File: src/hw/rtl/qeq_pkg.sv
// Shared types, constants and state encodings for the quad element quality block.
package qeq_pkg;

  localparam int COORD_WIDTH_DEF = 32;
  localparam int FRAC_BITS_DEF   = 16;
  localparam int FIELD_W         = 32;
  localparam int RATIO_W         = 32;
  localparam int SUM_W           = 48;
  localparam int ABS_W           = 47;
  localparam int QUOT_W          = RATIO_W + 1;
  localparam int MUL_STEPS       = 10;
  localparam int IN_DATA_W       = 8 * FIELD_W;
  localparam int OUT_DATA_W      = 400;

  typedef enum logic [2:0] {
    ST_IDLE,
    ST_MUL,
    ST_CHECK,
    ST_DIV,
    ST_WAIT,
    ST_UPDATE
  } top_state_e;

  typedef enum logic [1:0] {
    DV_IDLE,
    DV_CHECK,
    DV_RUN,
    DV_DONE
  } div_state_e;

  typedef enum logic [2:0] {
    T_E2,
    T_E3,
    T_E4,
    T_F3,
    T_F4
  } term_e;

  typedef enum logic [2:0] {
    OP_E2F3,
    OP_F3E2,
    OP_SKEW,
    OP_TAPX,
    OP_TAPY
  } div_op_e;

  typedef struct packed {
    logic signed [RATIO_W-1:0] aspect;
    logic signed [RATIO_W-1:0] skew;
    logic signed [RATIO_W-1:0] taper_x;
    logic signed [RATIO_W-1:0] taper_y;
  } ratio_t;

  typedef struct packed {
    logic signed [RATIO_W-1:0] worst_aspect;
    logic signed [RATIO_W-1:0] worst_skew;
    logic signed [RATIO_W-1:0] worst_taper_x;
    logic signed [RATIO_W-1:0] worst_taper_y;
    logic signed [SUM_W-1:0]   sum_aspect;
    logic signed [SUM_W-1:0]   sum_skew;
    logic [ABS_W-1:0]          sum_abs_skew;
  } agg_t;

endpackage

File: src/hw/rtl/qeq_mul.sv
// Shared signed multiplier with a registered product.
module qeq_mul #(
  parameter int OP_W = qeq_pkg::COORD_WIDTH_DEF + 2
) (
  input  logic                     clk_i,
  input  logic signed [OP_W-1:0]   a_i,
  input  logic signed [OP_W-1:0]   b_i,
  output logic signed [2*OP_W-1:0] p_o
);

  logic signed [2*OP_W-1:0] p_q, p_d;

  assign p_d = (2*OP_W)'(a_i) * (2*OP_W)'(b_i);

  always_ff @(posedge clk_i) begin
    p_q <= p_d;
  end

  assign p_o = p_q;

endmodule

File: config.mk
export PLATFORM = sky130hd
export DESIGN_NAME = qeq_mul
export DESIGN_NICKNAME = d
export VERILOG_FILES = /design/src/hw/rtl/qeq_pkg.sv /design/src/hw/rtl/qeq_mul.sv
export SDC_FILE = /design/constraint.sdc
export NUM_CORES = 2
export LEC_CHECK = 0
export ABC_AREA = 1
export BUFFER_PORTS_ARGS = -buffer_cell sky130_fd_sc_hd__buf_2
export CAP_MARGIN = 20
export CORE_MARGIN = 4
export CORE_UTILIZATION = 28
export CTS_CLUSTER_SIZE = 28
export DETAILED_ROUTE_END_ITERATION = 8
export SLEW_MARGIN = 15
export SYNTH_ARGS = -nofsm -noshare
export SYNTH_HDL_FRONTEND = slang
export SYNTH_SLANG_ARGS = --single-unit
File: constraint.sdc
create_clock -name clk_i -period 10.6 [get_ports clk_i]
set_input_delay 1.06 -clock clk_i [delete_from_list [all_inputs] [get_ports clk_i]]
set_output_delay 1.06 -clock clk_i [all_outputs]
set_load 0.02 [all_outputs]
==> metrics.md <==
| Metric | Value |
|---|---|
| Post-CTS setup buffers | 0 |
| CTS hold repair buffers | 0 |
| First-pass iteration count of the detailed router | 5 |
| Clock sink count | between 60 and 70 |
| Critical path class | primary input to register |
| Required @ worst endpoint | about 11 ns |
| Outcome | complete, no violations |
| First-pass GRT wire length | around 220000 µm |
| RSZ-0062 raised after global routing | no |
| Critical Path Source Type | primary input |
| Worst-path clk slew | about 0.060 ns |
| Min cycle time layout | around 8.6 ns |
| Net count, final | about 7400 |
| Via count | around 35000 |
| #FFs+latches synth | 68 |
| Clk root buf | clkbuf_16 |
| Final wirelength | 137100 µm |
| Crit-path slowest cell | fa_1 |
| Pre-CTS setup slack | ~1.5 ns |
| Peak Freq | ~0.12 GHz |
| Worst Tran Pin Value | 1.109 ns |
| Commonest non-fill, non-tap cells in the layout | inv_1, nand2_1, fa_1 |
| Slew Viols, Final | 0 |
| Post-synthesis cell type count | 30 |
| Setup-failing EPs final | 0 |
| Period utilization | between 80% and 90% |
| EDFF count, synth | 0 |
| I/O pin count | 137 |
| Post-DP HPWL | around 120000 µm |
| Longest Clk Path Bufs | 2 |
| Slew headroom | 26.09% |
| Largest register FFs | 68 |
| Setup TNS | 0 ns |
| GRT overflow | 0 |
| Seq/Total Area, Yosys | 2.942% |
| Layout cell share with drive strength beyond 1 | 4.198% |
| P&R area growth vs syn | 6.300% |
| CTS resizes | 0 |
| CTS tree | done |
| Avg Synthesized Cell Area | 7.740 µm² |
| DR DRC count | 0 |
| CP cell instances | buf_2, nand2_1, inv_1, fa_1, fa_1, fa_1, fa_1, inv_1, fa_1, fa_1, inv_1, fa_1, fa_1, ha_1, nand2_1, nor2_1, nand3_1, inv_2, nand2_1, nor3_1, nand2_1, nand4_1, nand2_1 |
| Final ANT Viol Nets | 0 |
| Vias in the first global route | 39660 |
| Synthesized netlist cell count | about 6000 |
| H-tree level count | 3 |
| Largest net degree at the start of global routing | 35 |
| Vias per inst | 4.365 |
| Initial Utilization | 28.30% |
| DRT iter0 DRCs | roughly 2300 |
| Final hold vios | 0 |
| Std-Cell Rows | about 150 |
| Endpoint class of the critical path | register |
| Syn nets | 7492 |
| Post-synth ARST share | 0% |
| Die ar. | 171800 µm² |
| Dominant synthesized flop cell | dfxtp_1 |
| Port-buffer cells | approximately 140 |
| Core area | 163500 µm² |
| GRT Overall Usage | 16.36% |
| GP Congestion | 0.9214 |
| Worst path most repeated cell | fa_1 |
| Syn. warnings | 0 |
| Final setup margin | 1.964 ns |
| CP arrival | 8.88 ns |
| WL per Instance | 16.98 µm |
| Initial antenna violation count | 28 |
| Die width | 414.5 µm |
| Crit-path max cell delay | approximately 1.3 ns |
| Hold/Removal Path Class | primary input to register |
| Most common cell after layout, fill and taps aside | inv_1 |
| MaxCap Viol Count | 0 |
| Post-synthesis cell area | ~46000 µm² |
| Largest fanout on the critical path | 34 |
| Die Y | 414.5 µm |
| Fill cells | 17560 |
| CTS buffer count | 9 |
-- cells by family (layout without fill, tap and decap cells) --
group           Yosys count  count (layout)  share of synthesized area (%)
buf+inv                2388            2294                          19.37
fa+ha+maj              1445            1445                          59.21
compound gates          100             100                          1.174
other cells               0              14                              0
simple gates           1941            1941                          16.62
flops                    68              68                          2.942
xor+xnor                 36              36                         0.6814
-- area by class of cell --
cell class,count,area (µm²),area share (%)
antenna,14,35.03,0.07123
timing repair buffer,161,868.3,1.765
multi-input combinational,3522,35950,73.08
clock buffer,9,225.2,0.4579
clock inverter,7,82.58,0.1679
tap,2175,2721,5.533
inverter,2117,7946,16.16
sequential,68,1361,2.768
-- cell usage after synthesis (5+ instances only) --
cell type / number / share of area [%]
a21oi_1: 62 / 0.67
clkbuf_1: 269 / 2.2
dfxtp_1: 68 / 2.9
fa_1: 1241 / 54
ha_1: 204 / 5.5
inv_1: 2111 / 17
inv_2: 6 / 0.049
nand2_1: 1657 / 13
nand2_2: 20 / 0.27
nand3_1: 72 / 0.78
nand3_2: 10 / 0.22
nand4_1: 18 / 0.24
nor2_1: 116 / 0.94
nor2_2: 12 / 0.16
nor3_1: 14 / 0.15
nor3_2: 5 / 0.11
o21ai_0: 23 / 0.25
o21bai_1: 10 / 0.16
or2_2: 8 / 0.11
xor2_1: 34 / 0.64
-- path summary, 6_finish.rpt --
check	from	to	cells after the start
worst max-delay path	a_i[33]	p_o[59]	23
worst min-delay path	b_i[0]	p_o[0]	4
-- stage by stage --
stage               utilization (%)  cell area, µm²  instances  hold WS (ns)
CTS                           30.06           49150       8059         1.354
global route                  30.08           49180       8071         1.355
global placement              29.87           48840       8043         1.477
detailed placement            29.87           48840       8043         1.477
floorplan                         -           46270       5978         1.339
finish                        30.08           49190       8073         1.338
-- layer usage --
metal	track usage [%]	share of wire (%)
met5	0	0.012
met1	20.37	40
met4	5.359	3.1
met2	29.70	52
met3	1.522	4.8
-- worst max-delay path, delay by kind of cell --
| family | cells | cell delay (ns) |
|---|---|---|
| adders and majority gates | 9 | 5.48 |
| buffers and inverters | 5 | 1.06 |
| and+or+nand+nor | 9 | 1.23 |
Power is not shown: default switching activity piles up to over one toggle a cycle in this logic, so the estimate is an artifact.
