[config.mk]
export PLATFORM = sky130hd
export DESIGN_NAME = qeq_div
export DESIGN_NICKNAME = d
export VERILOG_FILES = /design/src/hw/rtl/qeq_pkg.sv /design/src/hw/rtl/qeq_div.sv
export SDC_FILE = /design/constraint.sdc
export NUM_CORES = 1
export LEC_CHECK = 0
export BUFFER_PORTS_ARGS = -buffer_cell sky130_fd_sc_hd__buf_2
export CORE_ASPECT_RATIO = 1.4
export CORE_MARGIN = 4
export CORE_UTILIZATION = 55
export CTS_CLUSTER_DIAMETER = 150
export DETAILED_ROUTE_END_ITERATION = 12
export GPL_TIMING_DRIVEN = 0
export PLACE_DENSITY = 0.75
export SYNTH_ARGS = -nofsm -noshare
export SYNTH_HDL_FRONTEND = slang
export SYNTH_SLANG_ARGS = --single-unit
[constraint.sdc]
create_clock -name clk_i -period 5.28 [get_ports clk_i]
set_clock_uncertainty 0.15 [all_clocks]
set_input_delay 0.264 -clock clk_i [delete_from_list [all_inputs] [get_ports clk_i]]
set_output_delay 0.264 -clock clk_i [all_outputs]
set_load 0.005 [all_outputs]
[src/hw/rtl/qeq_pkg.sv]
// Shared types, constants and state encodings for the quad element quality block.
package qeq_pkg;

  localparam int COORD_WIDTH_DEF = 32;
  localparam int FRAC_BITS_DEF   = 16;
  localparam int FIELD_W         = 32;
  localparam int RATIO_W         = 32;
  localparam int SUM_W           = 48;
  localparam int ABS_W           = 47;
  localparam int QUOT_W          = RATIO_W + 1;
  localparam int MUL_STEPS       = 10;
  localparam int IN_DATA_W       = 8 * FIELD_W;
  localparam int OUT_DATA_W      = 400;

  typedef enum logic [2:0] {
    ST_IDLE,
    ST_MUL,
    ST_CHECK,
    ST_DIV,
    ST_WAIT,
    ST_UPDATE
  } top_state_e;

  typedef enum logic [1:0] {
    DV_IDLE,
    DV_CHECK,
    DV_RUN,
    DV_DONE
  } div_state_e;

  typedef enum logic [2:0] {
    T_E2,
    T_E3,
    T_E4,
    T_F3,
    T_F4
  } term_e;

  typedef enum logic [2:0] {
    OP_E2F3,
    OP_F3E2,
    OP_SKEW,
    OP_TAPX,
    OP_TAPY
  } div_op_e;

  typedef struct packed {
    logic signed [RATIO_W-1:0] aspect;
    logic signed [RATIO_W-1:0] skew;
    logic signed [RATIO_W-1:0] taper_x;
    logic signed [RATIO_W-1:0] taper_y;
  } ratio_t;

  typedef struct packed {
    logic signed [RATIO_W-1:0] worst_aspect;
    logic signed [RATIO_W-1:0] worst_skew;
    logic signed [RATIO_W-1:0] worst_taper_x;
    logic signed [RATIO_W-1:0] worst_taper_y;
    logic signed [SUM_W-1:0]   sum_aspect;
    logic signed [SUM_W-1:0]   sum_skew;
    logic [ABS_W-1:0]          sum_abs_skew;
  } agg_t;

endpackage

[src/hw/rtl/qeq_div.sv]
// Shared restoring divider: (num << FRAC_BITS) / den, truncated, saturated to the ratio width.
module qeq_div #(
  parameter int TERM_W    = 2 * (qeq_pkg::COORD_WIDTH_DEF + 2) + 1,
  parameter int FRAC_BITS = qeq_pkg::FRAC_BITS_DEF
) (
  input  logic                              clk_i,
  input  logic                              rst_ni,
  input  logic                              start_i,
  input  logic signed [TERM_W-1:0]          num_i,
  input  logic signed [TERM_W-1:0]          den_i,
  output logic                              done_o,
  output logic signed [qeq_pkg::RATIO_W-1:0] quot_o
);

  localparam int RW    = qeq_pkg::RATIO_W;
  localparam int QW    = qeq_pkg::QUOT_W;
  localparam int NW    = TERM_W + FRAC_BITS;
  localparam int CMP_W = NW + QW;
  localparam int CNT_W = $clog2(QW);

  qeq_pkg::div_state_e state_q, state_d;
  logic [CNT_W-1:0]  cnt_q, cnt_d;
  logic [TERM_W-1:0] nmag_q, nmag_d;
  logic [TERM_W-1:0] dmag_q, dmag_d;
  logic [TERM_W-1:0] rem_q, rem_d;
  logic [QW-1:0]     qsh_q, qsh_d;
  logic              neg_q, neg_d;
  logic              ovf_q, ovf_d;

  logic [NW-1:0]     dividend;
  logic              ovf_now;
  logic [TERM_W:0]   trial;
  logic              ge;
  logic [QW-1:0]     lim;
  logic              sat;

  assign dividend = {nmag_q, {FRAC_BITS{1'b0}}};
  assign ovf_now  = CMP_W'(dividend) >= (CMP_W'(dmag_q) << QW);
  assign trial    = {rem_q, qsh_q[QW-1]};
  assign ge       = trial >= {1'b0, dmag_q};

  // Next state.
  always_comb begin
    state_d = state_q;
    case (state_q)
      qeq_pkg::DV_IDLE:  if (start_i) state_d = qeq_pkg::DV_CHECK;
      qeq_pkg::DV_CHECK: state_d = ovf_now ? qeq_pkg::DV_DONE : qeq_pkg::DV_RUN;
      qeq_pkg::DV_RUN:   if (cnt_q == CNT_W'(QW - 1)) state_d = qeq_pkg::DV_DONE;
      qeq_pkg::DV_DONE:  state_d = qeq_pkg::DV_IDLE;
      default:           state_d = qeq_pkg::DV_IDLE;
    endcase
  end

  // Datapath.
  always_comb begin
    nmag_d = nmag_q;
    dmag_d = dmag_q;
    neg_d  = neg_q;
    rem_d  = rem_q;
    qsh_d  = qsh_q;
    ovf_d  = ovf_q;
    cnt_d  = cnt_q;
    case (state_q)
      qeq_pkg::DV_IDLE: begin
        nmag_d = num_i[TERM_W-1] ? TERM_W'(-num_i) : TERM_W'(num_i);
        dmag_d = den_i[TERM_W-1] ? TERM_W'(-den_i) : TERM_W'(den_i);
        neg_d  = num_i[TERM_W-1] ^ den_i[TERM_W-1];
      end
      qeq_pkg::DV_CHECK: begin
        ovf_d = ovf_now;
        rem_d = TERM_W'(dividend >> QW);
        qsh_d = dividend[QW-1:0];
        cnt_d = '0;
      end
      qeq_pkg::DV_RUN: begin
        rem_d = ge ? TERM_W'(trial - {1'b0, dmag_q}) : TERM_W'(trial);
        qsh_d = {qsh_q[QW-2:0], ge};
        cnt_d = cnt_q + 1'b1;
      end
      default: ;
    endcase
  end

  always_ff @(posedge clk_i or negedge rst_ni) begin
    if (!rst_ni) begin
      state_q <= qeq_pkg::DV_IDLE;
      cnt_q   <= '0;
    end else begin
      state_q <= state_d;
      cnt_q   <= cnt_d;
    end
  end

  always_ff @(posedge clk_i) begin
    nmag_q <= nmag_d;
    dmag_q <= dmag_d;
    neg_q  <= neg_d;
    rem_q  <= rem_d;
    qsh_q  <= qsh_d;
    ovf_q  <= ovf_d;
  end

  // Negative results may reach one step further than positive ones.
  assign lim = neg_q ? (QW'(1) << (RW - 1)) : ((QW'(1) << (RW - 1)) - 1'b1);
  assign sat = ovf_q || (qsh_q > lim);

  always_comb begin
    done_o = (state_q == qeq_pkg::DV_DONE);
    if (sat) begin
      quot_o = neg_q ? $signed({1'b1, {(RW-1){1'b0}}}) : $signed({1'b0, {(RW-1){1'b1}}});
    end else begin
      quot_o = neg_q ? $signed(RW'(-qsh_q)) : $signed(RW'(qsh_q));
    end
  end

endmodule

==> results.ini, run 1 <==
[outcome]
status=completed

[setup_path]
cp-start-kind=flop
crit_slowest_cell=o21ai_2
reg2reg_from=dmag_q[0]$_DFFE_PN_
reg2regPathDepth=13
crit_path_cell_trace=ha_1 > fa_1 > nor2b_1 > o21bai_1 > a21oi_1 > o21ai_0 > a21oi_1 > a311o_1 > a31oi_1 > o21ai_2 > buf_2 > buf_2 > o221ai_1
slowest_delay_ns=0.56
critPathKind=flop to flop
reg2reg_to=rem_q[13]$_DFFE_PP_
crit_start=dmag_q[0]$_DFFE_PN_
rrSetupSlack_ns=0.21
crit_path_max_fanout=10
crit_path_end_kind=flop
cp-endpoint=rem_q[13]$_DFFE_PP_
critPathRequiredTime_ns=5.39
cp_data_arrival_time_ns=5.18

[place]
placed_cells=2780
port_buffers=173
gp_congestion=1.00
dp_worst_setup_slack_ns=-0.179
hpwl_um=49200

[clock_tree]
clk_path_buf_depth=3
clock_sinks=250
clock_latency_ns=0.57
cts_root_buf=clkbuf_16
cts_max_level=1
cts_buffers=26
cts_tree=done
clkTransAtPathRegs_ns=0.07

[timing]
slew_headroom_pct=22.8
finalCriticalPeriod_ns=5.07
maxSlewViolCount=0
post-route-period-util_pct=96.0
rsz0062_at_grt=false
worst_slack_ns=0.210
final-hold-violation-count=0
worst_slew_pin_slew_ns=1.14
setup_viol=0
max_clock_freq_ghz=0.197

[final_layout]
seq_area_mm2=0.00747
fin_util_pct=67.2
final_common_cell=nand2_1
synthToLayoutAreaGrowth_pct=20.0
final_nets=2811
final_cell_mix=nand2_1 (245), edfxtp_1 (242), buf_2 (179)
multiInputGateArea_mm2=0.0114
fin_cells=2984
drive_gt1_share_pct=11.2
fill_cells=2783

[floorplan]
start_util_pct=56.0
io_pins=174
die_area_mm2=0.0390
chipWidth_um=168
num_rows=81
core-area_mm2=0.0352
die_h_um=232

[route]
num_vias=18900
drt_iter0_drc=1803
drtAntennaViolNets=0
routed_via_density=6.34
drc=0
first_pass_iters=6
wl_um=66700
detail_route.wl_per_cell_um=22.4

[yosys]
yosysWarnings=0
synthFlopType=edfxtp_1
synth.net_count=2453
ys_async_sr_fraction_pct=3.20
syn_area_per_cell_um2=9.17
synthDominantCellAreaShare_pct=36.9
yosys_register_bits=250
synth_top_area_cell=edfxtp_1
yosysSeqAreaShare_pct=37.9
synth_area_leaders=edfxtp_1 (37%), ha_1 (10%), xnor2_1 (7.4%)
ys_types=84
synthesis.area_mm2=0.0197
synth_edf_count=242
netlist_instances=2148

[global_route]
grt-ovfl-total=0
grt.total_usage_pct=33.4
first_global_vias=19100
grt_max_degree=72
grt_pass1_wl_um=104000
antenna_found_initial=2

[pwr]
internal-power_mw=8.03
p_leak_nw=9.42
power_frac_clock_pct=12.2
power_switching_mw=7.39
sw_frac_of_total_pct=47.9
seqPwrFrac_pct=26.6
combPwrFrac_pct=61.3
ir_drop_uv=483
power_density_mw_per_mm2=652

[min_path]
hp-class=primary input to flop

[flow_run]
cap_violations=0

==> metal layers <==
metal  share of wire, %  global-route usage [%]
met1                 37                    38.6
met2                 50                    59.8
met3                6.6                    4.51
met4                6.2                    18.0
met5              0.021                       0
==> through the flow <==
stage	hold WS, ns	TNS (ns)	instance area [um2]	total power, mW
finish	0.0278	0	23600	15.4
detailed placement	-0.0316	-1.67	21200	13.2
floorplan	-0.182	0	19700	10.4
CTS	0.00853	0	23600	15.2
global route	0.0185	0	23600	16.5
global placement	-0.0377	-77.19	21100	13.0
==> kinds of logic after synthesis <==
kind of cell             after synthesis  synth area share (%)
adder cells (fa/ha/maj)              164                  10.5
XOR/XNOR                             195                  8.67
flip-flops                           250                  37.9
AND/OR/NAND/NOR                      712                  17.9
buffers and inverters                223                  4.29
AO/OA/AOI/OAI                        579                  19.4
multiplexers                          25                  1.41
==> worst min path at each step <==
stage,start,to,cells after the start
final,num_i[1],nmag_q[1]$_DFFE_PN_,3
after global placement,rst_ni,state_q[1]$_DFFE_PN0P_,1
after detailed placement,rst_ni,state_q[1]$_DFFE_PN0P_,1
after global routing,num_i[1],nmag_q[1]$_DFFE_PN_,3
after CTS,num_i[1],nmag_q[1]$_DFFE_PN_,3
after floorplan,rst_ni,cnt_q[0]$_DFFE_PN0P_,0
==> registers in the layout (all words and copies together) (netlist names) <==
signal   count
qsh_q       33
state_q      2
neg_q        1
rem_q       69
nmag_q      69
cnt_q        6
ovf_q        1
dmag_q      69
==> power by group through the flow <==
| stage | clock, mW | sequential, mW | combinational, mW |
|---|---|---|---|
| floorplan | 0 | 4.00 | 6.41 |
| finish | 1.88 | 4.10 | 9.45 |
| detailed placement | 0 | 4.12 | 9.06 |
| CTS | 1.89 | 4.07 | 9.28 |
| global route | 1.98 | 4.18 | 10.4 |
| global placement | 0 | 4.23 | 8.72 |
==> critical path, delay by kind of cell (launching register included) <==
family | cells | cell delay, ns
DFF | 1 | 0.45
AOI/OAI and AO/OA | 8 | 2.48
adders and majority gates | 2 | 0.68
buffers and inverters | 2 | 0.84
and+or+nand+nor | 1 | 0.19
==> cell type report <==
type	count	share of cell area [%]
Inverter	123	1.95
Buffer	100	1.66
Timing Repair Buffer	330	10.5
Clock inverter	17	0.688
Antenna cell	2	0.0212
Tap cell	456	2.41
Clock buffer	31	2.92
Sequential cell	250	31.6
Multi-Input combinational cell	1675	48.3
==> repair_timing <==
| item | 4_1_cts | 5_1_grt |
|---|---|---|
| gates resized for setup | 3 | 13 |
| endpoints found under the setup margin | 35 | 52 |
| hold buffers | 152 | 0 |
| hold endpoints to repair | 145 | 0 |
| gates cloned | 0 | 0 |
| buffers inserted | 2 | 0 |
==> Yosys cell counts, drive strengths merged (30+ instances only) <==
master,n
a21o,68
a31oi,58
a21oi,126
nand3,40
xnor2,167
nor3,45
nor2,148
inv,123
edfxtp,242
o31ai,44
clkbuf,92
o21ai,117
ha,163
nand4,54
nor4,30
nand2,245
No activity file was read; power rests on OpenSTA's default activity.
==> run 2, diff against run 1 <==
==> constraint.sdc (replaced) <==
create_clock -name clk_i -period 5.3 [get_ports clk_i]
set_clock_uncertainty 0.15 [all_clocks]
set_input_delay 0.265 -clock clk_i [delete_from_list [all_inputs] [get_ports clk_i]]
set_output_delay 0.265 -clock clk_i [all_outputs]
set_load 0.005 [all_outputs]
==> run 2 against run 1 <==
Against the previous run:
- utilization about the same
- maximum frequency down 0.58%
- final cell count barely moved
- first-iteration DRC count down 3.7%
- sequential share of layout area about the same
- non-clock buffer count fell by 2
- critical path type unchanged
- largest power group unchanged
==> results.ini, run 2 (synthesized netlist as in run 1, its figures left out) <==
[global_route]
antenna_found_initial=2  ; unchanged
grt_pass1_wl_um=103000  ; -0.26%
first_global_vias=19100  ; -0.27%
grt_max_degree=72  ; unchanged
grt-ovfl-total=0  ; unchanged
grt.total_usage_pct=33.3  ; -0.087 points

[final_layout]
final_cell_mix=nand2_1 (245), edfxtp_1 (242), buf_2 (179)
reg.largest.list=dmag_q: 69 flops, nmag_q: 69 flops, rem_q: 69 flops
multiInputGateArea_mm2=0.0114  ; unchanged
fin_util_pct=67.2  ; about the same
drive_gt1_share_pct=11.3  ; about the same
final_area_mm2=0.0236  ; about the same
final_common_cell=nand2_1
synthToLayoutAreaGrowth_pct=19.9  ; about the same
fill_cells=2775  ; -0.29%
seq_area_mm2=0.00747  ; unchanged
final_nets=2809  ; -0.071%

[timing]
worst_slew_pin_slew_ns=1.14  ; -0.00780 ns
max_clock_freq_ghz=0.196  ; -0.58%
holdWs_ns=0.0299  ; +0.00210 ns
rsz0062_at_grt=false
slew_headroom_pct=23.4  ; +0.53 points
post-route-period-util_pct=96.2  ; +0.20 points
setup_viol=0  ; unchanged
maxSlewViolCount=0  ; unchanged
final-hold-violation-count=0  ; unchanged
worst_slack_ns=0.200  ; -0.00972 ns
fin_tns_setup_ns=0  ; unchanged
finalCriticalPeriod_ns=5.10  ; +0.0297 ns

[setup_path]
crit_path_max_fanout=10  ; unchanged
crit_slowest_cell=o21ai_2
crit_family=compound AO/OA/AOI/OAI gates
critPathRequiredTime_ns=5.40  ; about the same
crit_path_cell_trace=ha_1 > fa_1 > nor2b_1 > o21bai_1 > a21oi_1 > o21ai_0 > a21oi_1 > a311o_1 > a31oi_1 > o21ai_2 > buf_2 > buf_2 > o221ai_1
worst-path-buf-inv=2  ; unchanged
cp_data_arrival_time_ns=5.20  ; +0.02 ns
crit_path_end_kind=flop
critPathKind=flop to flop
cp-start-kind=flop
slowest_delay_ns=0.57  ; about the same

[route]
drc=0  ; unchanged
first_pass_iters=12  ; +6
drtAntennaViolNets=0  ; unchanged
drt_iter0_drc=1736  ; -3.7%
detail_route.wl_per_cell_um=22.3  ; -0.31%
num_vias=18800  ; -0.40%
wl_um=66500  ; -0.35%
routed_via_density=6.31  ; -0.37%

[pwr]
power_density_mw_per_mm2=650  ; -0.34%
ir_drop_uv=483  ; about the same
p_leak_nw=9.41  ; about the same

[flow_run]
cap_violations=0  ; unchanged

[min_path]
hp-class=primary input to flop

[clock_tree]
cts_root_buf=clkbuf_16
clk_path_buf_depth=3  ; unchanged
cts_max_level=1  ; unchanged
cts_tree=done
clkTransAtPathRegs_ns=0.06  ; about the same
clock_sinks=250  ; unchanged
cts_buffers=26  ; unchanged
clock_latency_ns=0.57  ; about the same

[floorplan]
chipWidth_um=168  ; unchanged
io_pins=174  ; unchanged
core-area_mm2=0.0352  ; unchanged
die_area_mm2=0.0390  ; unchanged
num_rows=81  ; unchanged
die_h_um=232  ; unchanged
start_util_pct=56.0  ; unchanged

[place]
gp_congestion=1.00  ; unchanged
dp_worst_setup_slack_ns=-0.160  ; +0.0190 ns
hpwl_um=49200  ; unchanged
place_area_mm2=0.0212  ; unchanged
port_buffers=173  ; unchanged

[outcome]
status=completed

==> run 2: cell count changes in the layout (fill, tap and decap cells not counted), sizes merged <==
cell	change
diode	+1
dlygate4sd3	-2
==> run 2: area by class of cell <==
class	count	share of cell area, %
Sequential cell	250	31.6
Tap cell	456	2.41
Clock inverter	17	0.688
Multi-Input combinational cell	1675	48.3
Antenna cell	3	0.0318
Timing Repair Buffer	328	10.4
Inverter	123	1.95
Buffer	100	1.66
Clock buffer	31	2.92
==> run 2: routing by layer <==
layer  track usage [%]  up-vias  part of all wire [%]
met5                 0        -                     0
met4              17.8        0                   6.0
met3              4.33      260                   6.9
met2              59.7      899                    50
met1              38.6     8935                    37
li1                  -     8743                     -
==> run 2: final timing paths <==
path	startpoint	endpoint	slack, ns	cells after the start
max	dmag_q[0]$_DFFE_PN_	rem_q[25]$_DFFE_PP_	0.20	13
max reg2reg	dmag_q[0]$_DFFE_PN_	rem_q[25]$_DFFE_PP_	0.20	13
min reg2reg	cnt_q[5]$_DFFE_PN0P_	cnt_q[5]$_DFFE_PN0P_	0.42	2
min	num_i[1]	nmag_q[1]$_DFFE_PN_	0.03	3
min in group asynchronous	rst_ni	state_q[0]$_DFFE_PN0P_	0.53	3
max in group asynchronous	rst_ni	cnt_q[2]$_DFFE_PN0P_	4.19	3
==> run 2: per-stage QoR <==
stage / total power [mW] / cells
6_report: 15.4 / 2983
5_1_grt: 16.4 / 2981
4_1_cts: 15.2 / 2980
3_5_place_dp: 13.1 / 2780
3_3_place_gp: 12.9 / 2777
2_1_floorplan: 10.4 / 2148
==> run 2: what timing repair did <==
action / 4_1_cts / 5_1_grt
endpoints found under the setup margin: 33 / 48
hold buffers: 150 / 0
hold endpoints to repair: 145 / 0
gates resized for setup: 3 / 13
gates cloned: 0 / 0
setup buffers: 2 / 0
==> run 2: power breakdown <==
group	total [mW]	internal [mW]	switching [mW]
Combinational	9.40	3.46	5.94
Clock	1.87	1.07	0.796
Sequential	4.08	3.46	0.623
Total	15.4	7.99	7.36
==> run 2: worst register-to-register path, cell delays in order (launching register included) <==
cell,delay (ns)
edfxtp_1,0.44
ha_1,0.26
fa_1,0.41
nor2b_1,0.19
o21bai_1,0.14
a21oi_1,0.22
o21ai_0,0.21
a21oi_1,0.55
a311o_1,0.45
a31oi_1,0.18
o21ai_2,0.57
buf_2,0.42
buf_2,0.42
o221ai_1,0.20
