[src/hw/rtl/qeq_pkg.sv]
// Shared types, constants and state encodings for the quad element quality block.
package qeq_pkg;

  localparam int COORD_WIDTH_DEF = 32;
  localparam int FRAC_BITS_DEF   = 16;
  localparam int FIELD_W         = 32;
  localparam int RATIO_W         = 32;
  localparam int SUM_W           = 48;
  localparam int ABS_W           = 47;
  localparam int QUOT_W          = RATIO_W + 1;
  localparam int MUL_STEPS       = 10;
  localparam int IN_DATA_W       = 8 * FIELD_W;
  localparam int OUT_DATA_W      = 400;

  typedef enum logic [2:0] {
    ST_IDLE,
    ST_MUL,
    ST_CHECK,
    ST_DIV,
    ST_WAIT,
    ST_UPDATE
  } top_state_e;

  typedef enum logic [1:0] {
    DV_IDLE,
    DV_CHECK,
    DV_RUN,
    DV_DONE
  } div_state_e;

  typedef enum logic [2:0] {
    T_E2,
    T_E3,
    T_E4,
    T_F3,
    T_F4
  } term_e;

  typedef enum logic [2:0] {
    OP_E2F3,
    OP_F3E2,
    OP_SKEW,
    OP_TAPX,
    OP_TAPY
  } div_op_e;

  typedef struct packed {
    logic signed [RATIO_W-1:0] aspect;
    logic signed [RATIO_W-1:0] skew;
    logic signed [RATIO_W-1:0] taper_x;
    logic signed [RATIO_W-1:0] taper_y;
  } ratio_t;

  typedef struct packed {
    logic signed [RATIO_W-1:0] worst_aspect;
    logic signed [RATIO_W-1:0] worst_skew;
    logic signed [RATIO_W-1:0] worst_taper_x;
    logic signed [RATIO_W-1:0] worst_taper_y;
    logic signed [SUM_W-1:0]   sum_aspect;
    logic signed [SUM_W-1:0]   sum_skew;
    logic [ABS_W-1:0]          sum_abs_skew;
  } agg_t;

endpackage

[src/hw/rtl/qeq_agg.sv]
// Running worst values and saturating sums over non-degenerate faces.
module qeq_agg #(
  parameter int FRAC_BITS = qeq_pkg::FRAC_BITS_DEF
) (
  input  logic            clk_i,
  input  logic            rst_ni,
  input  logic            upd_i,
  input  qeq_pkg::ratio_t ratio_i,
  output qeq_pkg::agg_t   agg_o
);

  localparam int RW = qeq_pkg::RATIO_W;
  localparam int SW = qeq_pkg::SUM_W;
  localparam int AW = qeq_pkg::ABS_W;
  localparam logic [RW-1:0] ONE_FX = RW'(1) << FRAC_BITS;

  qeq_pkg::agg_t agg_q, agg_d;

  logic [RW:0]   ask, wsk;
  logic [SW:0]   sa, ss;
  logic [AW:0]   sab;

  always_comb begin
    // Widen before negating so the most negative ratio keeps its magnitude.
    ask = ratio_i.skew[RW-1] ? -((RW+1)'(ratio_i.skew)) : (RW+1)'(ratio_i.skew);
    wsk = agg_q.worst_skew[RW-1] ? -((RW+1)'(agg_q.worst_skew))
                                 : (RW+1)'(agg_q.worst_skew);
    sa  = (SW+1)'(agg_q.sum_aspect) + (SW+1)'(ratio_i.aspect);
    ss  = (SW+1)'(agg_q.sum_skew) + (SW+1)'(ratio_i.skew);
    sab = (AW+1)'(agg_q.sum_abs_skew) + (AW+1)'(ask);

    agg_d = agg_q;
    if (ratio_i.aspect > agg_q.worst_aspect) agg_d.worst_aspect = ratio_i.aspect;
    if (ask > wsk) agg_d.worst_skew = ratio_i.skew;
    if (ratio_i.taper_x > agg_q.worst_taper_x) agg_d.worst_taper_x = ratio_i.taper_x;
    if (ratio_i.taper_y > agg_q.worst_taper_y) agg_d.worst_taper_y = ratio_i.taper_y;
    // Clamp a sum when its carry-out disagrees with its sign.
    if (sa[SW] != sa[SW-1]) begin
      agg_d.sum_aspect = sa[SW] ? $signed({1'b1, {(SW-1){1'b0}}}) : $signed({1'b0, {(SW-1){1'b1}}});
    end else begin
      agg_d.sum_aspect = $signed(sa[SW-1:0]);
    end
    if (ss[SW] != ss[SW-1]) begin
      agg_d.sum_skew = ss[SW] ? $signed({1'b1, {(SW-1){1'b0}}}) : $signed({1'b0, {(SW-1){1'b1}}});
    end else begin
      agg_d.sum_skew = $signed(ss[SW-1:0]);
    end
    agg_d.sum_abs_skew = sab[AW] ? {AW{1'b1}} : sab[AW-1:0];
  end

  always_ff @(posedge clk_i or negedge rst_ni) begin
    if (!rst_ni) begin
      agg_q <= '{worst_aspect: $signed(ONE_FX), default: '0};
    end else if (upd_i) begin
      agg_q <= agg_d;
    end
  end

  assign agg_o = upd_i ? agg_d : agg_q;

endmodule

[config.mk]
export PLATFORM = sky130hd
export DESIGN_NAME = qeq_agg
export DESIGN_NICKNAME = d
export VERILOG_FILES = /design/src/hw/rtl/qeq_pkg.sv /design/src/hw/rtl/qeq_agg.sv
export SDC_FILE = /design/constraint.sdc
export NUM_CORES = 1
export LEC_CHECK = 0
export ABC_CLOCK_PERIOD_IN_PS = 11100
export BUFFER_PORTS_ARGS = -buffer_cell sky130_fd_sc_hd__buf_2
export CORE_UTILIZATION = 50
export CTS_BUF_LIST = sky130_fd_sc_hd__clkbuf_8
export DETAILED_ROUTE_END_ITERATION = 16
export PLACE_DENSITY = 0.72
export SLEW_MARGIN = 20
export SYNTH_ARGS = -nofsm -noshare
export SYNTH_HDL_FRONTEND = slang
export SYNTH_SLANG_ARGS = --single-unit
[constraint.sdc]
create_clock -name clk_i -period 11.1 [get_ports clk_i]
set_clock_uncertainty 0.2 [all_clocks]
set_input_delay 1.11 -clock clk_i [delete_from_list [all_inputs] [get_ports clk_i]]
set_output_delay 1.11 -clock clk_i [all_outputs]
set_load 0.02 [all_outputs]
==> metrics.md, run 1 <==
| Metric | Value |
|---|---|
| Routed wire length per instance | 19.61 um |
| Most frequently used flop master after synthesis | dfrtp_1 |
| Clk slew on worst S/H paths | 0.06 ns |
| Clock Latency Late Sink | 0.65 ns |
| CP startpoint kind | input port |
| CTS Buf Count | 51 |
| Setup bufs post-CTS | 0 |
| IO Count | 402 |
| Synth Area in XOR/XNOR | 6.476% |
| Clock root cell | clkbuf_8 |
| Final hold slack | 0.2790 ns |
| Reg2reg start | agg_q[102] |
| Syn Inst Count | 2489 |
| Slew Limit Fails | 0 |
| Tmin final | 8.813 ns |
| Area share of fa/ha/maj cells after synthesis | 15.61% |
| Worst Path Required | 9.79 ns |
| Total GRT Usage | 29.80% |
| Vias in the first global route | 20200 |
| Synth-to-Final Area Change | 16.08% |
| Die Ht | 212.6 um |
| CTS tree | built |
| Async SR Flop Fraction | 100.0% |
| Relative slew slack | 14.46% |
| Synthesized area | 22180 sq um |
| Vias | 20770 |
| Layout cells sized above 1 | 22.67% |
| Max reg flops | 271 |
| First-pass GRT wire length | 106500 um |
| Worst R2R Path Depth | 17 |
| Initial antenna violation count | 6 |
| Most flop-heavy register | agg_q |
| Vias per inst | 5.962 |
| Seq/Total Area, Yosys | 30.58% |
| Nets | 3262 |
| Pre-antenna DRT Iters | 7 |
| Met1 GRT Util | 38.41% |
| Starting density of the core | 51.04% |
| H-tree levels | 2 |
| Crit path max fanout | 32 |
| Critical path origin | ratio_i[104] |
| FF-to-FF End | agg_q[136] |
| Die W | 212.6 um |
| Final worst-path cycle share | 79.40% |
| Clk sinks | 271 |
| Maximum Capacitance Violations | 0 |
| Initial drt markers | 1397 |
| Crit Path Class | in2out |
| Hold Path Class | in2async |
| Slew @ Worst Pin | 1.251 ns |
| Pin count of the biggest net entering global routing | 166 |
| Routing usage on met3 | 7.297% |
| Final WL | 68320 um |
| Yosys Warn Count | 0 |
| Yosys cell types | 83 |
| Reg2Reg Setup Slack | 4.34 ns |
| Mean Syn Cell Area | 8.911 sq um |
| Synth Area in Simple Gates | 13.43% |
| EDFF count, synth | 0 |
| Final design utilization | 59.25% |
| RSZ-0062 raised after global routing | false |
| Total negative slack | 0 ns |
| Final worst slack | 2.287 ns |
| Crit. End Element | primary output |
| Data arrival time of the worst path | 7.50 ns |
| Compound-Gate Fraction of Synth Area | 22.29% |
| DPL Wire Length | 52910 um |
| Clk buf depth | 3 |
| Grt ovf | 0 |
| Largest family of logic cells by synthesized area | compound AO/OA/AOI/OAI gates |
| Pre-CTS setup slack | 2.575 ns |
| CP Capture Point | agg_o[136] |
| GR Layer Usage met2 | 48.40% |
| Final hold vios | 0 |
| Status | finished clean |
| Std-Cell Rows | 76 |
| Final GP Congestion | 1.001 |
| Die ar. | 45210 sq um |
| PortBufs | 401 |
| Core box area | 43460 sq um |
| Resized cells post-CTS | 0 |
| Cts hold-fix bufs | 0 |
| Fmax | 113.5 MHz |
| Layer with the highest usage | met2 |
| Post-synthesis mux area share | 7.260% |
| Final setup vio count | 0 |
| Largest registers | agg_q: 271 flops |
| Fillers | 3836 |
| Drt drc | 0 |
| Final antenna-violating net count | 0 |
| Yosys reg bits | 271 |
==> critical path, cell delays in order <==
cell and delay, ns:
buf_2 0.13, ha_1 0.40, and3_1 0.30, a31oi_1 0.10, a21boi_0 0.15, a2111oi_0 1.10
nor2_1 0.29, o21ai_0 0.54, a21boi_0 0.37, o21bai_1 0.26, a311oi_1 0.18, xnor2_1 0.17
ha_1 0.29, buf_4 0.34, clkinv_1 0.11, buf_4 0.27, o21ai_1 0.87, o32a_1 0.33
buf_2 0.17
==> metrics by stage <==
stage               cell area [sq um]  cells
floorplan                       22180   2490
global placement                24680   3388
detailed placement              24680   3388
CTS                             25730   3479
global route                    25740   3481
finish                          25750   3484
==> final cells by class <==
cell class	count	area [sq um]	area share, %
antenna	5	12.51	0.04860
clock buffer	66	908.4	3.528
tap	585	732.0	2.843
inverter	149	559.3	2.172
sequential	271	6783	26.35
multi-input combinational	1968	14470	56.19
timing repair buffer	415	2141	8.315
clock inverter	25	143.9	0.5589
==> routing by layer <==
metal / vias up / wire (um)
met2: 758 / 31000
met3: 135 / 5780
met1: 9990 / 29350
met5: - / 50
met4: 8 / 2142
li1: 9882 / -
==> how the worst min path moves through the flow <==
| stage | startpoint | endpoint | slack, ns | depth (start not counted) |
|---|---|---|---|---|
| finish | rst_ni | agg_q[251] | 0.28 | 1 |
| global route | rst_ni | agg_q[251] | 0.33 | 1 |
| CTS | agg_q[47] | agg_q[47] | 0.31 | 1 |
| detailed placement | agg_q[47] | agg_q[47] | 0.30 | 1 |
| global placement | agg_q[47] | agg_q[47] | 0.30 | 1 |
| floorplan | agg_q[176] | agg_q[176] | 0.38 | 1 |
==> cell families (layout without fill, tap and decap cells) <==
kind of cell,count (synthesis),in the layout
AO/OA/AOI/OAI,766,766
buffers and inverters,251,655
adder cells (fa/ha/maj),275,275
other,2,8
flip-flops,271,271
XOR/XNOR,164,164
multiplexers,144,144
AND/OR/NAND/NOR,616,616
==> placed cells by master, fill, tap and decap left out, drive strengths merged, types with 24 or more instances in the layout <==
master    n
nand2b   24
a31oi    64
mux2    135
nand4    58
o31ai    27
clkbuf   66
o21ai   117
a21o    118
a21oi   244
o22a     31
nand3    39
dfrtp   270
buf     415
nor2    210
nand2   144
nor3     34
ha      272
inv     163
xnor2    81
xor2     83
o21bai   26
==> cells in the mapped netlist, types with 12 or more instances <==
cell type / n / area, sq um
buf_2: 12 / 60.06
clkbuf_1: 85 / 319.1
o21bai_1: 26 / 195.2
nor2_1: 208 / 780.8
a31oi_1: 64 / 400.4
mux2_2: 135 / 1520
inv_1: 148 / 555.5
nand3_1: 38 / 190.2
nand2_1: 144 / 540.5
xnor2_1: 81 / 709.4
ha_1: 272 / 3403
xor2_1: 83 / 727.0
o21a_1: 19 / 142.6
nand2b_1: 24 / 150.1
o31ai_1: 26 / 195.2
nand4_1: 58 / 362.9
and3_1: 20 / 125.1
dfrtp_1: 270 / 6756
a21o_1: 118 / 885.9
o22a_1: 31 / 271.5
a21oi_1: 244 / 1221
nor2b_1: 16 / 100.1
o211ai_1: 18 / 135.1
nor3_1: 34 / 170.2
o21ai_0: 114 / 570.6
Power of run 1 is not shown: default switching activity piles up to over one toggle a cycle in this logic, so the estimate is an artifact.
==> inputs of run 2 (changes only) <==
ABC_AREA = 1   (was not set)
ABC_CLOCK_PERIOD_IN_PS = 8900   (was 11100)
PLACE_DENSITY = 0.7   (was 0.72)
clock period = 8.9 ns   (was 11.1 ns; I/O delays follow)
==> run 2 against run 1 <==
Net effect:
- the flow now finishes with violations (hold timing)
- largest cell class unchanged
- synthesized area is 24% higher
- global-route usage is 3.7 points higher
- wire length is 38% higher
- core utilization is 1.6 points lower
- clock-buffer cell count is 3 higher
- critical endpoint is now agg_o[220]
- worst setup slack worse by 0.10 ns
==> metrics.md, run 2 <==
| Metric | Value |
|---|---|
| Final hold slack | -0.01951 ns (-0.2986 ns) |
| Clock Latency Late Sink | 0.68 ns (+0.03 ns) |
| Synth-to-Final Area Change | 13.66% |
| FF-to-FF End | agg_q[220] |
| Final setup vio count | 0 (unchanged) |
| Syn Inst Count | 4521 (+82%) |
| Drt drc | 0 (unchanged) |
| Largest area contributor in the netlist | dfrtp_1 |
| Core box area | 54030 sq um (+24%) |
| Starting density of the core | 50.73% (-0.31 points) |
| CTS Buf Count | 52 (+2.0%) |
| Die ar. | 55750 sq um (+23%) |
| Final antenna-violating net count | 0 (unchanged) |
| Worst R2R Path Depth | 21 (+4) |
| Static leakage | 18.26 nW |
| Total negative slack | 0 ns (unchanged) |
| Initial drt markers | 2105 (+51%) |
| Most common cell in the netlist | nand2_1 |
| Yosys cell types | 51 (-39%) |
| Resized cells post-CTS | 0 (unchanged) |
| Clk buf depth | 3 (unchanged) |
| Vias | 29330 (+41%) |
| Clock root cell | clkbuf_8 |
| Pre-antenna DRT Iters | 5 (-2) |
| Die W | 236.1 um (+11%) |
| Clk slew on worst S/H paths | 0.07 ns (about the same) |
| Cts hold-fix bufs | 0 (unchanged) |
| Async SR Flop Fraction | 100.0% (unchanged) |
| Hold Path Class | in2async |
| Nets | 5305 (+63%) |
| CTS tree | built |
| Maximum Capacitance Violations | 0 (unchanged) |
| Total GRT Usage | 33.53% (+3.7 points) |
| Setup bufs post-CTS | 0 (unchanged) |
| Slew Limit Fails | 0 (unchanged) |
| Crit path max fanout | 33 (+3.1%) |
| Post-synth top area share | 24.65% (-5.8 points) |
| Die Ht | 236.1 um (+11%) |
| DPL Wire Length | 76170 um (+44%) |
| Yosys reg bits | 271 (unchanged) |
| Failing checks | hold timing |
| Mean Syn Cell Area | 6.062 sq um (-32%) |
| VDD IR-drop max | 0.0002918 V |
| Reg2reg start | agg_q[207] |
| H-tree levels | 2 (unchanged) |
| Synthesized area | 27410 sq um (+24%) |
| IO Count | 402 (unchanged) |
| Pin count of the biggest net entering global routing | 131 (-21%) |
| Yosys Warn Count | 0 (unchanged) |
| Routed wire length per instance | 16.78 um (-14%) |
| EDFF count, synth | 0 (unchanged) |
| PortBufs | 401 (unchanged) |
| Largest registers | agg_q: 271 flops |
| Initial antenna violation count | 4 (-2) |
| Most flop-heavy register | agg_q |
| Status | finished with violations |
| Vias in the first global route | 27230 (+35%) |
| Final GP Congestion | 1.028 (+2.6%) |
| Final worst-path cycle share | 75.45% |
| Fmax | 148.9 MHz |
| Data arrival time of the worst path | 5.62 ns (-1.88 ns) |
| RSZ-0062 raised after global routing | false |
| Slew @ Worst Pin | 1.110 ns (-0.1410 ns) |
| Final hold vios | 6 (+6) |
| Most frequent cells in the layout | 1667 x nand2_1, 739 x inv_1, 431 x nor2_1, 399 x buf_2, 329 x nand3_1 |
| Grt ovf | 0 (unchanged) |
| Std-Cell Rows | 85 (+12%) |
| Relative slew slack | 25.84% (+11 points) |
| Synth top area cells | dfrtp_1 25%, nand2_1 23%, ha_1 12% |
| Max reg flops | 271 (unchanged) |
| Final WL | 94620 um (+38%) |
| Fillers | 5574 (+45%) |
| Vias per inst | 5.201 (-13%) |
| Overall power | 0.01424 W |
| Synth top cells by count | 1669 x nand2_1, 728 x inv_1, 431 x nor2_1 |
| Layout cells sized above 1 | 12.63% (-10 points) |
| Commonest non-fill, non-tap cell in the layout | nand2_1 |
| Clk sinks | 271 (unchanged) |
| First-pass GRT wire length | 148900 um (+40%) |
| Most frequently used flop master after synthesis | dfrtp_1 |
| Tmin final | 6.715 ns |
| Crit. End Element | primary output |
| Worst Path Required | 7.81 ns (-1.98 ns) |
| Crit Path Class | reg2out |
| Reg2Reg Setup Slack | 3.79 ns (-0.55 ns) |
| PwrDens | 457.1 nW/um^2 |
| Seq/Total Area, Yosys | 24.75% (-5.8 points) |
| CP startpoint kind | flop |
[run 2: stage by stage]
step / worst slack (ns) / cell area [sq um] / instances / util [%]
detailed placement: 2.306 / 29980 / 5541 / 55.49
CTS: 2.283 / 31140 / 5636 / 57.63
global placement: 2.420 / 29980 / 5541 / 55.49
finish: 2.185 / 31150 / 5640 / 57.66
global route: 1.827 / 31150 / 5639 / 57.65
floorplan: 3.744 / 27410 / 4522 / -
[run 2: worst max-delay path, stage by stage (launching register included)]
cell     delay, ns
dfrtp_1       0.46
inv_1         0.11
ha_1          0.17
nand3_1       0.15
nor2_1        0.27
nand3_1       0.19
nor2_1        0.18
nand2_1       0.11
nand2_1       0.11
o21a_1        0.16
o21ai_0       0.12
xnor2_1       0.31
ha_1          0.31
nand2_1       0.11
nor4_1        0.07
nand4_1       0.09
nand2_1       0.05
inv_1         0.79
nand2_1       0.49
buf_4         0.37
nand2_1       0.10
nand2_1       0.07
buf_2         0.17
[run 2: worst max path at each step]
stage | end | slack (ns) | from | cells after the start
after CTS | agg_o[220] | 2.28 | ratio_i[64] | 25
after global routing | agg_o[224] | 1.83 | ratio_i[64] | 25
after floorplan | agg_o[17] | 3.74 | ratio_i[65] | 26
after detailed placement | agg_o[224] | 2.31 | ratio_i[64] | 25
after global placement | agg_o[24] | 2.42 | ratio_i[64] | 25
final | agg_o[220] | 2.19 | agg_q[207] | 22
[run 2: area by class of cell]
| type | instances | area (sq um) | area share [%] |
|---|---|---|---|
| inverter | 744 | 2795 | 8.973 |
| antenna | 4 | 10.01 | 0.03213 |
| sequential | 271 | 6783 | 21.77 |
| timing repair buffer | 419 | 2167 | 6.957 |
| clock buffer | 69 | 949.7 | 3.049 |
| clock inverter | 26 | 205.2 | 0.6587 |
| tap | 696 | 870.8 | 2.796 |
| multi-input combinational | 3411 | 17370 | 55.76 |
[run 2: cell families (layout without fill, tap and decap cells)]
group           Yosys count  in the layout  share of synthesized area (%)
compound gates          366            366                          7.277
xor+xnor                 84             84                          2.684
simple gates           2683           2683                          40.66
buf+inv                 840           1258                          11.97
flops                   271            271                          24.75
other cells               2              7                        0.02740
fa+ha+maj               275            275                          12.64
[run 2: where the power goes]
group / internal, W / total, W / switching (W) / leakage, nW
Clock: 0.000781 / 0.00140 / 0.000617 / 0.649
Sequential: 0.00185 / 0.00231 / 0.000460 / 3.30
Combinational: 0.00328 / 0.0105 / 0.00725 / 14.3
Total: 0.00591 / 0.0142 / 0.00833 / 18.3
[run 2: layer usage]
layer,part of all wire [%],up-vias,global-route usage [%],wire length [um]
met2,44,989,53.89,42090
li1,-,14880,-,-
met5,0.014,-,0,13
met4,3.8,2,12.50,3577
met1,44,13270,44.35,41200
met3,8.2,195,6.717,7732
No activity file was read; power rests on OpenSTA's default activity.
==> inputs of run 3 (changes only) <==
ABC_CLOCK_PERIOD_IN_PS = 6300   (was 8900)
clock period = 6.3 ns   (was 8.9 ns; I/O delays follow)
==> run 3 against run 2 <==
Net effect:
- the run now ends clean
- core utilization is 0.59 points higher
- via count is 0.21% lower
- die area did not move
- non-clock buffer count increased by 45
- global-route usage down 0.43 points
- clock power grew 31%
- critical path type is now in2out
==> metrics.md, run 3 (synthesized netlist as in run 2, its figures left out) <==
| Metric | Value |
|---|---|
| Vias | 29270 (-0.21%) |
| Tmin final | 5.757 ns |
| Layout cells sized above 1 | 12.75% (+0.12 points) |
| Worst hold start | ratio_i[15] |
| Slowest-stage cell, CP | ha_1 |
| Commonest non-fill, non-tap cell in the layout | nand2_1 |
| Nets | 5351 (+0.87%) |
| Core box area | 54030 sq um (unchanged) |
| Vias per inst | 5.150 (-0.97%) |
| PwrDens | 638.4 nW/um^2 (+40%) |
| Final antenna-violating net count | 0 (unchanged) |
| Clk slew on worst S/H paths | 0.05 ns (-0.02 ns) |
| Final setup vio count | 0 (unchanged) |
| Max reg flops | 271 (unchanged) |
| RSZ-0062 raised after global routing | false |
| Synth-to-Final Area Change | 14.82% |
| Final GP Congestion | 1.005 (-2.2%) |
| PortBufs | 401 (unchanged) |
| First-pass GRT wire length | 147000 um (-1.3%) |
| H-tree levels | 2 (unchanged) |
| Die Ht | 236.1 um (unchanged) |
| Final worst-path cycle share | 91.38% |
| Critical path origin | ratio_i[64] |
| Overall power | 0.02009 W (+41%) |
| FF-to-FF End | agg_q[106] |
| Final instance area | 31470 sq um (+1.0%) |
| Final WL | 93630 um (-1.0%) |
| Initial antenna violation count | 7 (+3) |
| Static leakage | 18.40 nW (+0.75%) |
| Most used cell, CP | nand2_1 |
| CTS Buf Count | 53 (+1.9%) |
| Drt drc | 0 (unchanged) |
| Total negative slack | 0 ns (unchanged) |
| Most flop-heavy register | agg_q |
| CP startpoint kind | input port |
| Placed insts | 5552 (+0.20%) |
| Vias in the first global route | 27240 (+0.040%) |
| Pre-antenna DRT Iters | 5 (unchanged) |
| DPL Wire Length | 75120 um (-1.4%) |
| Hold endpoint | agg_q[158] |
| Reg2reg start | agg_q[105] |
| Std-Cell Rows | 85 (unchanged) |
| Worst hold path depth | 3 |
| Dpl cell area | 30060 sq um (+0.28%) |
| Pin count of the biggest net entering global routing | 144 (+9.9%) |
| Clk buf depth | 3 (unchanged) |
| Finished Layout Cells | 5683 (+0.76%) |
| CTS tree | built |
| Fmax | 173.7 MHz |
| Most frequent cells in the layout | 1667 x nand2_1, 737 x inv_1, 431 x nor2_1, 399 x buf_2, 329 x nand3_1 |
| Crit Path Class | in2out |
| Grt ovf | 0 (unchanged) |
| Reg2Reg Setup Slack | 2.09 ns (-1.70 ns) |
| Clk sinks | 271 (unchanged) |
| Hold Path Class | in2reg |
| Resized cells post-CTS | 0 (unchanged) |
| Crit. End Element | primary output |
| Fillers | 5647 (+1.3%) |
| Initial drt markers | 1864 (-11%) |
| Clock root cell | clkbuf_8 |
| Largest registers | agg_q: 271 flops |
| Clock Latency Late Sink | 0.69 ns (about the same) |
| Status | finished clean |
| Storage cell area | 6783 sq um (unchanged) |
| Routed wire length per instance | 16.48 um (-1.8%) |
| Final design utilization | 58.25% (+0.59 points) |
| IO Count | 402 (unchanged) |
| Slew @ Worst Pin | 0.9691 ns (-0.1406 ns) |
| Worst Path Required | 5.47 ns (-2.34 ns) |
| Multi-input gate area | 17370 sq um (unchanged) |
| Total GRT Usage | 33.11% (-0.43 points) |
| Relative slew slack | 35.39% (+9.6 points) |
| Data arrival time of the worst path | 4.93 ns (-0.69 ns) |
| VDD IR-drop max | 0.0004844 V (+66%) |
| Slew Limit Fails | 0 (unchanged) |
| Starting density of the core | 50.73% (unchanged) |
| Crit path max fanout | 14 (-58%) |
| Worst R2R Path Depth | 18 (-14%) |
| Maximum Capacitance Violations | 0 (unchanged) |
| Final hold vios | 0 (-6) |
| Die ar. | 55750 sq um (unchanged) |
| Die W | 236.1 um (unchanged) |
| Worst path max stage delay | 0.37 ns (-0.42 ns) |
## run 3: cell count changes in the layout (fill, tap and decap cells not counted), moves of 3 or more
cell | before | now
clkinv_2 | 9 | 12
clkbuf_8 | 69 | 64
dlygate4sd3_1 | 0 | 32
buf_4 | 18 | 31
## run 3: per-layer routing
metal  up-vias  global-route usage, %  wire length, um
met3       172                  6.811             7464
met2       917                  53.66            41910
li1      14980                      -                -
met4         2                  11.55             3055
met1     13200                  43.59            41180
met5         -                      0               16
## run 3: area by class of cell
cell class	count	area share [%]
clock buffers	64	2.799
multi-input cells	3411	55.20
flip-flops and latches	271	21.55
diodes	6	0.04771
clock inverters	27	0.5368
well taps	696	2.767
inverters	744	8.882
repair buffers	464	8.214
## run 3: power by group
part           leakage (nW)  switching (W)  internal [W]  total, W
registers              3.30       0.000605       0.00261   0.00322
clock network         0.591       0.000878      0.000963   0.00184
logic                  14.5         0.0103       0.00472    0.0150
## run 3: how the worst max path moves through the flow
| stage | end | slack (ns) | depth (start not counted) |
|---|---|---|---|
| after floorplan | agg_o[23] | 1.66 | 26 |
| after global placement | agg_o[27] | 0.52 | 25 |
| after detailed placement | agg_o[27] | 0.37 | 25 |
| after CTS | agg_o[27] | 0.36 | 25 |
| after global routing | agg_o[35] | 0.09 | 26 |
| final | agg_o[37] | 0.54 | 26 |
## run 3: timing repair
| action | 4_1_cts | 5_1_grt |
|---|---|---|
| buffers inserted | 0 | 2 |
| hold buffers | 32 | 0 |
| hold endpoints to repair | 91 | 0 |
| endpoints found under the setup margin | 0 | 20 |
## run 3: metrics by stage
step                      hold WS [ns]  setup WS [ns]
after global routing           0.04009        0.09248
final                          0.05099         0.5434
after detailed placement        0.2743         0.3750
after floorplan                 0.1344          1.664
after global placement          0.2710         0.5194
after CTS                    0.0001636         0.3645
## run 3: worst max-delay path, delay by kind of cell
family                     cells  cell delay [ns]
and+or+nand+nor               16             2.62
AOI/OAI and AO/OA              3             0.47
adders and majority gates      2             0.55
buffers and inverters          5             0.63
